### src/rtl/biq_pkg.sv
package biq_pkg;

  // Coefficient word and delay register widths are fixed by the format.
  localparam int COEF_BITS  = 16;
  localparam int DELAY_BITS = 36;
  localparam int CFG_IDX_W  = 3;
  localparam int CNT_W      = $clog2(COEF_BITS);

  typedef enum logic [CFG_IDX_W-1:0] {
    REG_ENABLE  = 3'd0,
    REG_COEF_B0 = 3'd1,
    REG_COEF_B1 = 3'd2,
    REG_COEF_B2 = 3'd3,
    REG_COEF_A1 = 3'd4,
    REG_COEF_A2 = 3'd5
  } cfg_reg_t;

  typedef enum logic [2:0] {
    ST_IDLE,
    ST_MUL_B,
    ST_ROUND,
    ST_MUL_A,
    ST_SAT,
    ST_DONE
  } state_t;

  typedef struct packed {
    logic signed [COEF_BITS-1:0] b0;
    logic signed [COEF_BITS-1:0] b1;
    logic signed [COEF_BITS-1:0] b2;
    logic signed [COEF_BITS-1:0] a1;
    logic signed [COEF_BITS-1:0] a2;
  } coef_set_t;

  // One coefficient bit of each multiplier, least significant first.
  typedef struct packed {
    logic b0;
    logic b1;
    logic b2;
    logic a1;
    logic a2;
  } coef_bits_t;

  typedef struct packed {
    logic       idle;
    logic       load;
    logic       step_b;
    logic       step_a;
    logic       last;
    logic       round;
    logic       commit;
    logic       capture;
    coef_bits_t bits;
  } lane_ctrl_t;

endpackage

### src/rtl/biq_ctrl.sv
module biq_ctrl (
  input  logic                  clk,
  input  logic                  rst_n,
  input  logic                  start,
  input  logic                  enable,
  input  biq_pkg::coef_set_t    coef,
  input  logic                  out_free,
  output biq_pkg::lane_ctrl_t   ctrl
);
  import biq_pkg::*;

  state_t                 state_r, state_nxt;
  logic [CNT_W-1:0]       cnt_r, cnt_nxt;
  logic [COEF_BITS-1:0]   b0_sh_r, b1_sh_r, b2_sh_r, a1_sh_r, a2_sh_r;
  logic                   last;
  logic                   stepping;

  assign last     = (cnt_r == CNT_W'(COEF_BITS - 1));
  assign stepping = (state_r == ST_MUL_B) || (state_r == ST_MUL_A);
  assign cnt_nxt  = (stepping && !last) ? cnt_r + CNT_W'(1) : '0;

  always_comb begin
    state_nxt = state_r;
    case (state_r)
      ST_IDLE: begin
        if (start) begin
          state_nxt = enable ? ST_MUL_B : ST_DONE;
        end
      end
      ST_MUL_B: begin
        if (last) begin
          state_nxt = ST_ROUND;
        end
      end
      ST_ROUND: state_nxt = ST_MUL_A;
      ST_MUL_A: begin
        if (last) begin
          state_nxt = ST_SAT;
        end
      end
      ST_SAT:   state_nxt = ST_DONE;
      ST_DONE: begin
        if (out_free) begin
          state_nxt = ST_IDLE;
        end
      end
      default:  state_nxt = ST_IDLE;
    endcase
  end

  always_comb begin
    ctrl         = '0;
    ctrl.idle    = (state_r == ST_IDLE);
    ctrl.load    = (state_r == ST_IDLE) && start;
    ctrl.step_b  = (state_r == ST_MUL_B);
    ctrl.step_a  = (state_r == ST_MUL_A);
    ctrl.last    = last;
    ctrl.round   = (state_r == ST_ROUND);
    ctrl.commit  = (state_r == ST_SAT);
    ctrl.capture = (state_r == ST_DONE) && out_free;
    ctrl.bits.b0 = b0_sh_r[0];
    ctrl.bits.b1 = b1_sh_r[0];
    ctrl.bits.b2 = b2_sh_r[0];
    ctrl.bits.a1 = a1_sh_r[0];
    ctrl.bits.a2 = a2_sh_r[0];
  end

  always_ff @(posedge clk) begin
    if (!rst_n) begin
      state_r <= ST_IDLE;
      cnt_r   <= '0;
    end else begin
      state_r <= state_nxt;
      cnt_r   <= cnt_nxt;
    end
  end

  // Coefficients shift out one bit per cycle, feed-forward set first.
  always_ff @(posedge clk) begin
    if ((state_r == ST_IDLE) && start) begin
      b0_sh_r <= coef.b0;
      b1_sh_r <= coef.b1;
      b2_sh_r <= coef.b2;
      a1_sh_r <= coef.a1;
      a2_sh_r <= coef.a2;
    end else if (state_r == ST_MUL_B) begin
      b0_sh_r <= b0_sh_r >> 1;
      b1_sh_r <= b1_sh_r >> 1;
      b2_sh_r <= b2_sh_r >> 1;
    end else if (state_r == ST_MUL_A) begin
      a1_sh_r <= a1_sh_r >> 1;
      a2_sh_r <= a2_sh_r >> 1;
    end
  end

endmodule

### src/rtl/biq_lane.sv
module biq_lane #(
  parameter int SAMPLE_BITS    = 16,
  parameter int COEF_FRAC_BITS = 14
) (
  input  logic                          clk,
  input  logic                          rst_n,
  input  biq_pkg::lane_ctrl_t           ctrl,
  input  logic signed [SAMPLE_BITS-1:0] x,
  output logic signed [SAMPLE_BITS-1:0] y
);
  import biq_pkg::*;

  localparam int PROD_W = COEF_BITS + SAMPLE_BITS;
  localparam int ACC_W  = ((PROD_W > DELAY_BITS) ? PROD_W : DELAY_BITS) + 2;

  logic signed [ACC_W-1:0]       mcand_r, mcand_nxt;
  logic signed [ACC_W-1:0]       acc0_r, acc0_nxt;
  logic signed [ACC_W-1:0]       acc1_r, acc1_nxt;
  logic signed [ACC_W-1:0]       acc2_r, acc2_nxt;
  logic signed [SAMPLE_BITS-1:0] y_r, y_nxt;
  logic signed [DELAY_BITS-1:0]  d1_r, d1_nxt;
  logic signed [DELAY_BITS-1:0]  d2_r, d2_nxt;

  logic signed [ACC_W-1:0]       shifted;
  logic [ACC_W-SAMPLE_BITS:0]    y_top;
  logic signed [SAMPLE_BITS-1:0] y_sat;
  logic signed [DELAY_BITS-1:0]  d1_sat, d2_sat;

  // Add one shifted partial product, optionally negated through the carry in.
  function automatic logic signed [ACC_W-1:0] add_pp(
    input logic signed [ACC_W-1:0] acc,
    input logic signed [ACC_W-1:0] m,
    input logic                    bit_on,
    input logic                    neg
  );
    logic [ACC_W-1:0] term;
    term   = (m ^ {ACC_W{neg}}) & {ACC_W{bit_on}};
    add_pp = acc + term + ACC_W'(bit_on & neg);
  endfunction

  function automatic logic signed [DELAY_BITS-1:0] sat_delay(
    input logic signed [ACC_W-1:0] v
  );
    logic [ACC_W-DELAY_BITS:0] top;
    top = v[ACC_W-1:DELAY_BITS-1];
    if ((&top) || !(|top)) begin
      sat_delay = v[DELAY_BITS-1:0];
    end else if (v[ACC_W-1]) begin
      sat_delay = {1'b1, {(DELAY_BITS-1){1'b0}}};
    end else begin
      sat_delay = {1'b0, {(DELAY_BITS-1){1'b1}}};
    end
  endfunction

  assign shifted = acc0_r >>> COEF_FRAC_BITS;
  assign y_top   = shifted[ACC_W-1:SAMPLE_BITS-1];

  always_comb begin
    if ((&y_top) || !(|y_top)) begin
      y_sat = shifted[SAMPLE_BITS-1:0];
    end else if (shifted[ACC_W-1]) begin
      y_sat = {1'b1, {(SAMPLE_BITS-1){1'b0}}};
    end else begin
      y_sat = {1'b0, {(SAMPLE_BITS-1){1'b1}}};
    end
  end

  assign d1_sat = sat_delay(acc1_r);
  assign d2_sat = sat_delay(acc2_r);

  always_comb begin
    mcand_nxt = mcand_r;
    acc0_nxt  = acc0_r;
    acc1_nxt  = acc1_r;
    acc2_nxt  = acc2_r;
    y_nxt     = y_r;
    d1_nxt    = d1_r;
    d2_nxt    = d2_r;
    if (ctrl.load) begin
      // The rounding half is folded into the output accumulator up front.
      mcand_nxt = ACC_W'(x);
      acc0_nxt  = ACC_W'(d1_r) + (ACC_W'(1) << (COEF_FRAC_BITS - 1));
      acc1_nxt  = ACC_W'(d2_r);
      acc2_nxt  = '0;
      y_nxt     = x;
    end else if (ctrl.step_b) begin
      // The coefficient sign bit has negative weight.
      mcand_nxt = mcand_r <<< 1;
      acc0_nxt  = add_pp(acc0_r, mcand_r, ctrl.bits.b0, ctrl.last);
      acc1_nxt  = add_pp(acc1_r, mcand_r, ctrl.bits.b1, ctrl.last);
      acc2_nxt  = add_pp(acc2_r, mcand_r, ctrl.bits.b2, ctrl.last);
    end else if (ctrl.round) begin
      y_nxt     = y_sat;
      mcand_nxt = ACC_W'(y_sat);
    end else if (ctrl.step_a) begin
      // Feedback terms are subtracted, so the sign handling flips.
      mcand_nxt = mcand_r <<< 1;
      acc1_nxt  = add_pp(acc1_r, mcand_r, ctrl.bits.a1, !ctrl.last);
      acc2_nxt  = add_pp(acc2_r, mcand_r, ctrl.bits.a2, !ctrl.last);
    end else if (ctrl.commit) begin
      d1_nxt = d1_sat;
      d2_nxt = d2_sat;
    end
  end

  always_ff @(posedge clk) begin
    mcand_r <= mcand_nxt;
    acc0_r  <= acc0_nxt;
    acc1_r  <= acc1_nxt;
    acc2_r  <= acc2_nxt;
    y_r     <= y_nxt;
  end

  always_ff @(posedge clk) begin
    if (!rst_n) begin
      d1_r <= '0;
      d2_r <= '0;
    end else begin
      d1_r <= d1_nxt;
      d2_r <= d2_nxt;
    end
  end

  assign y = y_r;

endmodule

### src/rtl/stereo_biquad_filter.sv
// Channel  Direction  Handshake             Payload
// in_      input      in_tvalid/in_tready   in_tdata: left_in, right_in
// out_     output     out_tvalid/out_tready out_tdata: left_out, right_out
// cfg_     input      cfg_valid/cfg_ready   cfg_index, cfg_data
//
// With filtering enabled an item passes from acceptance to a loaded output
// register through one load, the bit-serial feed-forward products, one
// rounding step, the bit-serial feedback products, one delay update
// and one output capture. The 16-bit coefficient word, consumed one bit per
// cycle, sets both multiply phases. Disabled, an item goes straight to capture.
// Reset (rst_n, synchronous, active low) loads the default coefficients, clears
// enable and zeroes all four delay registers. A stalled output holds the
// finished item while the next item is taken in and processed.
module stereo_biquad_filter #(
  parameter int SAMPLE_BITS    = 16,
  parameter int COEF_FRAC_BITS = 14,
  parameter int TDATA_W        = ((2 * SAMPLE_BITS + 7) / 8) * 8
) (
  input  logic                              clk,
  input  logic                              rst_n,
  // Input items.
  input  logic                              in_tvalid,
  output logic                              in_tready,
  input  logic [TDATA_W-1:0]                in_tdata,   // left_in, right_in, zero pad
  // Result items.
  output logic                              out_tvalid,
  input  logic                              out_tready,
  output logic [TDATA_W-1:0]                out_tdata,  // left_out, right_out, zero pad
  // Register writes.
  input  logic                              cfg_valid,
  output logic                              cfg_ready,
  input  logic [biq_pkg::CFG_IDX_W-1:0]     cfg_index,
  input  logic [biq_pkg::COEF_BITS-1:0]     cfg_data
);
  import biq_pkg::*;

  logic                          enable_r;
  coef_set_t                     coef_r;
  lane_ctrl_t                    ctrl;
  logic                          in_fire;
  logic                          out_free;
  logic signed [SAMPLE_BITS-1:0] left_x, right_x;
  logic signed [SAMPLE_BITS-1:0] left_y, right_y;
  logic                          out_valid_r;
  logic [2*SAMPLE_BITS-1:0]      out_pair_r;

  assign cfg_ready = 1'b1;
  assign in_tready = ctrl.idle;
  assign in_fire   = in_tvalid && in_tready;
  assign out_free  = !out_valid_r || out_tready;

  assign left_x  = in_tdata[SAMPLE_BITS-1:0];
  assign right_x = in_tdata[2*SAMPLE_BITS-1:SAMPLE_BITS];

  // Register writes must arrive only while the filter is idle; the block does not enforce it.
  always_ff @(posedge clk) begin
    if (!rst_n) begin
      enable_r  <= 1'b0;
      coef_r.b0 <= COEF_BITS'(1 << COEF_FRAC_BITS);
      coef_r.b1 <= '0;
      coef_r.b2 <= '0;
      coef_r.a1 <= '0;
      coef_r.a2 <= '0;
    end else if (cfg_valid && cfg_ready) begin
      case (cfg_reg_t'(cfg_index))
        REG_ENABLE:  enable_r  <= cfg_data[0];
        REG_COEF_B0: coef_r.b0 <= cfg_data;
        REG_COEF_B1: coef_r.b1 <= cfg_data;
        REG_COEF_B2: coef_r.b2 <= cfg_data;
        REG_COEF_A1: coef_r.a1 <= cfg_data;
        REG_COEF_A2: coef_r.a2 <= cfg_data;
        default: begin
        end
      endcase
    end
  end

  // The sequencer is shared; both channels step in lockstep.
  biq_ctrl u_ctrl (
    .clk      (clk),
    .rst_n    (rst_n),
    .start    (in_fire),
    .enable   (enable_r),
    .coef     (coef_r),
    .out_free (out_free),
    .ctrl     (ctrl)
  );

  biq_lane #(
    .SAMPLE_BITS    (SAMPLE_BITS),
    .COEF_FRAC_BITS (COEF_FRAC_BITS)
  ) u_left (
    .clk   (clk),
    .rst_n (rst_n),
    .ctrl  (ctrl),
    .x     (left_x),
    .y     (left_y)
  );

  biq_lane #(
    .SAMPLE_BITS    (SAMPLE_BITS),
    .COEF_FRAC_BITS (COEF_FRAC_BITS)
  ) u_right (
    .clk   (clk),
    .rst_n (rst_n),
    .ctrl  (ctrl),
    .x     (right_x),
    .y     (right_y)
  );

  // Output register decouples the result side from the sequencer.
  always_ff @(posedge clk) begin
    if (!rst_n) begin
      out_valid_r <= 1'b0;
    end else if (ctrl.capture) begin
      out_valid_r <= 1'b1;
    end else if (out_tready) begin
      out_valid_r <= 1'b0;
    end
  end

  always_ff @(posedge clk) begin
    if (ctrl.capture) begin
      out_pair_r <= {right_y, left_y};
    end
  end

  assign out_tvalid = out_valid_r;
  assign out_tdata  = TDATA_W'(out_pair_r);

endmodule

### config.mk
export PLATFORM = sky130hd
export DESIGN_NAME = stereo_biquad_filter
export DESIGN_NICKNAME = d
export VERILOG_FILES = /design/src/rtl/biq_pkg.sv /design/src/rtl/biq_ctrl.sv /design/src/rtl/biq_lane.sv /design/src/rtl/stereo_biquad_filter.sv
export SDC_FILE = /design/constraint.sdc
export NUM_CORES = 2
export LEC_CHECK = 0
export BUFFER_PORTS_ARGS = -buffer_cell sky130_fd_sc_hd__buf_4
export CAP_MARGIN = 20
export CORE_MARGIN = 8
export CORE_UTILIZATION = 60
export CTS_BUF_LIST = sky130_fd_sc_hd__clkbuf_8
export DETAILED_ROUTE_END_ITERATION = 10
export GPL_TIMING_DRIVEN = 0
export PLACE_DENSITY = 0.84
export SLEW_MARGIN = 20
export SYNTH_ARGS = -nofsm -noshare
export SYNTH_HDL_FRONTEND = slang
export SYNTH_SLANG_ARGS = --single-unit
### constraint.sdc
create_clock -name clk -period 13.1 [get_ports clk]
set_input_delay 1.31 -clock clk [delete_from_list [all_inputs] [get_ports clk]]
set_output_delay 1.31 -clock clk [all_outputs]
set_load 0.1 [all_outputs]
# Yosys cells after proc, flatten, opt, wreduce, memory -nomap -nowiden
# Index checks and enable logic that the tools add are counted.
dict set report totals {
  reg_bits 681
  output_inout_bits 35
  wordCells 211
}
dict set report classes {
  add_sub_neg 23
  eq_ne 18
  muxes 64
  n_bitwise 23
  reduce_logical 54
}
# op count
set ops {}
lappend ops {{38-bit two-way mux} 26}
lappend ops {{38-bit adder} 20}
lappend ops {{38-bit AND} 10}
lappend ops {{16-bit two-way mux} 22}
lappend ops {{36-bit two-way mux} 8}
lappend ops {{38-bit bitwise XOR} 4}
lappend ops {{36-bit by 15-bit adder with 37-bit output, second input constant} 2}
lappend ops {{2-bit AND reduction} 11}
lappend ops {{3-bit one-hot mux with 6 select lines} 1}
lappend ops {{9-bit AND reduction} 2}
lappend ops {{9-bit OR reduction} 2}
lappend ops {{3-bit two-way mux} 5}
lappend ops {{3-bit by 2-bit == test with 1-bit output, second input constant} 4}
lappend ops {{3-bit == test, second input constant} 4}
lappend ops {{2-bit by 1-bit != test with 1-bit output, second input constant} 6}
lappend ops {{3-bit AND reduction} 4}
lappend ops {{3-bit OR reduction} 4}
lappend ops {{2-bit nonzero test} 5}
lappend ops {{1-bit zero test} 8}
lappend ops {{1-bit logical OR} 8}
lappend ops {{3-bit by 1-bit == test with 1-bit output, second input constant} 2}
lappend ops {{3-bit zero test} 2}
lappend ops {{1-bit AND} 5}
lappend ops {{5-bit AND reduction} 1}
lappend ops {{9 further kinds} 16}

# Depth between registers and ports, before layout
dict set report logic_depth {
  depth_word 10
  depth_mapped 21
  depth_no_buf 17
}

# By module
# Synthesis repeated with hierarchy kept, for this count alone.
dict set report unflattened {
  cells_unflattened 5949
  area_unflattened_um2 51738.4
}
# module instances cells_each area_each_um2 seq_area_each_um2
set modules_own_cells {}
lappend modules_own_cells {{biq_lane (u_left)} 1 2732 22273.9 6105.9}
lappend modules_own_cells {{biq_lane (u_right)} 1 2668 21538.2 6105.9}
lappend modules_own_cells {stereo_biquad_filter 1 327 4042.6 2602.5}
lappend modules_own_cells {biq_ctrl 1 222 3883.7 2542.4}

# Least setup slack after synthesis
# OpenSTA, ideal clock, no wires.
dict set report synth_timing {
  path_type {register to register}
  startpoint {register u_ctrl.state_r[1]}
  endpoint {register u_left.acc1_r[17], data pin}
  t_arrival_ns 7.504
  setup_slack_ns 5.154
  path_stages_with_launch 8
  synth_period_minus_slack_ns 7.946
  cell_sequence {dfxtp_1 > nor3_1 > and2_1 > clkbuf_1 > nor2_1 > inv_1 > clkbuf_1 > o21ai_0}
}
dict set report synth_between {
  elab_chain_cells 4
  word_cells_on_any_way 6
}
# element line_no
set synth_lines {}
lappend synth_lines {{start: declaration} biq_ctrl.sv:12} ;# state_t state_r, state_nxt;
lappend synth_lines {{start signal: assignment} biq_ctrl.sv:73} ;# state_r <= state_nxt;
lappend synth_lines {{3-bit zero test *} biq_ctrl.sv:53} ;# ctrl.idle = (state_r == ST_IDLE);
lappend synth_lines {{named net in_tready} stereo_biquad_filter.sv:23} ;# output logic in_tready,
lappend synth_lines {{1-bit logical AND} stereo_biquad_filter.sv:49} ;# assign in_fire = in_tvalid && in_tready;
lappend synth_lines {{1-bit logical AND *} biq_ctrl.sv:54} ;# ctrl.load = (state_r == ST_IDLE) && start;
lappend synth_lines {{38-bit two-way mux *} biq_lane.sv:79} ;# if (ctrl.load) begin
lappend synth_lines {{named net u_left.acc1_nxt[17]} biq_lane.sv:18} ;# logic signed [ACC_W-1:0] acc1_r, acc1_nxt;
lappend synth_lines {{end signal: assignment} biq_lane.sv:109} ;# acc1_r <= acc1_nxt;
lappend synth_lines {{end: declaration} biq_lane.sv:18}
# The timed path passes the listed nets; every way through them passes the cells marked *.
# A chain may end at the register's enable or synchronous reset.

# Final worst setup path
dict set report layout_timing {
  startpoint {register u_ctrl.cnt_r[0]}
  endpoint {register u_right.acc0_r[37], data pin}
}
dict set report layout_between {
  elab_chain_cells 7
  word_cells_on_any_way 8
}
# element line_no
set layout_lines {}
lappend layout_lines {{start: declaration} biq_ctrl.sv:13} ;# logic [CNT_W-1:0] cnt_r, cnt_nxt;
lappend layout_lines {{start signal: assignment} biq_ctrl.sv:74} ;# cnt_r <= cnt_nxt;
lappend layout_lines {{4-bit == test *} biq_ctrl.sv:18} ;# assign last = (cnt_r == CNT_W'(COEF_BITS - 1));
lappend layout_lines {{38-bit bitwise XOR} biq_lane.sv:37} ;# term = (m ^ {ACC_W{neg}}) & {ACC_W{bit_on}};
lappend layout_lines {{38-bit AND} biq_lane.sv:37}
lappend layout_lines {{38-bit adder} biq_lane.sv:38} ;# add_pp = acc + term + ACC_W'(bit_on & neg);
lappend layout_lines {{38-bit adder *} biq_lane.sv:38}
lappend layout_lines {{38-bit two-way mux *} biq_lane.sv:86} ;# end else if (ctrl.step_b) begin
lappend layout_lines {{38-bit two-way mux *} biq_lane.sv:79}
lappend layout_lines {{named net u_right.acc0_nxt[37]} biq_lane.sv:17} ;# logic signed [ACC_W-1:0] acc0_r, acc0_nxt;
lappend layout_lines {{end signal: assignment} biq_lane.sv:108} ;# acc0_r <= acc0_nxt;
lappend layout_lines {{end: declaration} biq_lane.sv:17}
# The timed path passes the listed nets; every way through them passes the cells marked *. The select of a mux whose other input is x is not followed.

==> flow_summary.yaml <==
timing:
  setup_tns_ps: 0
  slew-limit-headroom: 0.104
  period_needed_ps: 7180
  skew_ps: 43.3
  layout_setup_ws_ps: 5920
  fmax_mhz: 139
  rsz0062_at_grt: "no"
  tightest_slew_ps: 1330
  setup_viol: 0
  hold_slack_ps: 418
  min_period_over_period: 0.548
  slew_viol_final: 0
  final_hold_viol_count: 0
worst_setup_path:
  timing.rr.end: "u_right.acc0_r[37]"
  cp.arrival_ps: 7720
  critical_path.max_fanout: 10
  rr_startpoint: "u_ctrl.cnt_r[0]"
  worstSetupStartpointType: "register"
  cp-end-kind: "register"
  rr_worst_depth: 19
  criticalPathCategory: "reg2reg"
  cp.required_ps: 13640
  r2r_slack_ps: 5920
pwr:
  power_density_mw_per_mm2: 216
  p_switching_uw: 5370
  seqPwrFrac: 0.296
  combPwrFrac: 0.523
  p_clk_frac: 0.181
  p_int_uw: 6440
  p_leak_uw: 0.0227
  swShare: 0.455
  vdd_drop_max_v: 0.000155
global_route:
  grt_use_total: 0.367
  grt-ovfl-total: 0
  grt_max_degree: 50
  grt_pass1_vias: 45185
  antenna_found_initial: 8
  grt_pass1_wl_mm: 265
min_path:
  hold_path_class: "reg2reg"
  hold_end: "out_tdata[12]"
  hp-start: "u_left.y[12]"
  whs_path_depth: 0
detailed_routing:
  wl_mm: 179
  drc_errors: 0
  routed_via_density: 6.53
  ant_nets: 0
  drt_iter0_markers: 5600
  avgRoutedWirePerCell_um: 24.3
  dr.pass1.iters: 10
  vias: 48147
yosys:
  yosys_warnings: 0
  synthXorXnorAreaFrac: 0.0782
  synth_top_family_by_area: "compound AO/OA/AOI/OAI gates"
  syn_area_per_cell_um2: 8.37
  syn_inst: 5971
  synth_seq_cells: 681
  synth.mux.area_fraction: 0.00413
  synth-async-reset-ratio: 0
  synthAdderAreaFrac: 0.0974
  synthDistinctLibCells: 92
  synth_area_mm2: 0.0500
  synth_edf_count: 372
  synth-simple-area-share: 0.195
  ys_seq_area_frac: 0.347
  synth_compound_area_frac: 0.247
  synthFlopType: "edfxtp_1"
  syn_nets: 6410
cells_and_area:
  fin_area_mm2: 0.0548
  drive_gt1_frac: 0.0507
  finalNetCount: 6626
  area_delta_synth_final_pct: 9.68
  post-route-util: 0.660
clock_network:
  htreeDepth: 3
  clk_pin_slew_ps: 60
  numClockSinks: 681
  ctsHoldBuffers: 0
  cts_tree: "yes"
  cts_root_buf: "clkbuf_8"
  clock_latency_ps: 860
  cts.repair.resized: 0
  cts_buffer_depth: 3
  cts_setup_buffers: 0
  cts_buffers: 118
place:
  placed_area_mm2: 0.0522
  hpwl_mm: 138
  place_congestion: 1.05
  io_buffers: 87
  pre_cts_ws_ps: 6210
die:
  initial_core_util: 0.602
  die_h_um: 305
  die_area_mm2: 0.0927
  core_area_mm2: 0.0830
  pin_count: 91
  num_rows: 106
  die_w_um: 305
flow_run:
  cap_viol_max_count: 0
outcome:
  status: "complete, no violations"
[metrics by stage]
stage	total power, uW	cells
3_3_place_gp	9330	7138
6_report	11800	7376
5_1_grt	12400	7371
4_1_cts	11600	7370
3_5_place_dp	9450	7147
2_1_floorplan	7790	5971
[cells in the mapped netlist (9+ instances only)]
cell type  number  area, um2
o221ai_1       16        140
o21bai_1       45        338
ha_1          373       4670
a41oi_1        10       87.6
nor2_1        378       1420
nand2_1       889       3340
xor2_1        158       1380
nor2b_1       262       1640
a21oi_1       575       2880
a221o_1         9       90.1
nand3_1        97        485
o22ai_1        13       81.3
a221oi_1       19        166
o21a_1         82        616
a31oi_1        66        413
fa_1           10        200
mux2i_1        18        180
dfxtp_1       309       6190
nor3_1         60        300
o31a_1          9       78.8
edfxtp_1      372      11200
a21o_1        235       1760
clkbuf_1      288       1080
o21ai_0       325       1630
xnor2_1       288       2520
a21boi_0      197       1480
o21ai_1       115        576
and4_1         14        123
o211ai_1       69        518
nor3b_1         9       67.6
nand4_1        45        282
buf_1          23       86.3
and3_1         48        300
or3_1          17        106
o31ai_1        20        150
nand2b_1       39        244
inv_1          81        304
a211oi_1       43        323
a22oi_1        15        113
and2_1        184       1150
[critical path, cell delays in order (launching register included)]
cell       delay (ps)
dfxtp_1           360
ha_1              350
and3_1            210
clkbuf_1          620
buf_1             710
clkbuf_1          550
xnor2_1           550
nor2b_1           170
ha_1              420
nand4_1           200
o22ai_1           120
nor2b_1           140
a2111oi_0         730
a211oi_1          260
a21o_1            260
a221oi_1          530
o21bai_1          210
a21oi_1           250
xnor2_1           150
o21ai_1            80
[power by group through the flow]
stage	Combinational [uW]	Clock, uW	Sequential [uW]
global placement	5810	0	3530
floorplan	4470	0	3320
global route	6690	2220	3520
CTS	6000	2140	3470
finish	6180	2140	3500
detailed placement	5950	0	3510
[cells by family (layout without fill, tap and decap cells)]
group                    Yosys count  in the layout
multiplexers                      20             20
XOR/XNOR                         446            446
AO/OA/AOI/OAI                   1960           1960
AND/OR/NAND/NOR                 2083           2083
flip-flops                       681            681
other                              1              7
adder cells (fa/ha/maj)          383            383
buffers and inverters            397            716
[metal layers]
layer / part of all wire / GRT usage / vias up / wire (um)
li1: - / - / 21911 / -
met1: 0.38 / 0.449 / 22604 / 67800
met2: 0.43 / 0.562 / 2809 / 76700
met3: 0.10 / 0.0822 / 821 / 18400
met4: 0.092 / 0.284 / 2 / 16400
met5: 0.000089 / 0 / - / 16
[cell type report]
class | instances | area [um2]
plain buffers | 313 | 1210
well taps | 1080 | 1350
clock inverters | 84 | 633
diodes | 6 | 15.0
clock buffers | 139 | 1910
multi-input cells | 4893 | 31100
inverters | 84 | 315
flip-flops and latches | 681 | 17400
repair buffers | 96 | 858
fillers | 7026 | 28200
[layout by cell type, fill, tap and decap left out, types with 261 or more instances in the layout]
cell / instances
nand2_1: 887
a21oi_1: 574
nor2_1: 377
ha_1: 373
edfxtp_1: 372
o21ai_0: 325
dfxtp_1: 309
xnor2_1: 288
clkbuf_1: 274
nor2b_1: 261
[state kept, by name, indices dropped and copies added, names as in the netlist, 32 cells and up]
register and flops:
coef_r 80, u_left.acc0_r 38, u_left.acc1_r 38, u_left.acc2_r 38
u_left.mcand_r 38, u_right.acc0_r 38, u_right.acc1_r 38, u_right.acc2_r 38
u_right.mcand_r 38, u_left.d1_r 36, u_left.d2_r 36, u_right.d1_r 36
u_right.d2_r 36, out_tdata 32
[worst max-delay path by stage]
stage	startpoint	to	slack, ps	depth (start not counted)
after floorplan	u_ctrl.state_r[1]	u_left.acc1_r[17]	5150	7
after global placement	in_tvalid	u_left.acc1_r[32]	2140	8
after detailed placement	u_ctrl.cnt_r[0]	u_right.acc0_r[32]	6210	19
after CTS	u_ctrl.cnt_r[0]	u_right.acc0_r[32]	6200	19
after global routing	u_ctrl.cnt_r[0]	u_right.acc0_r[31]	5680	19
final	u_ctrl.cnt_r[0]	u_right.acc0_r[37]	5920	19
No activity file was read; power rests on OpenSTA's default activity.
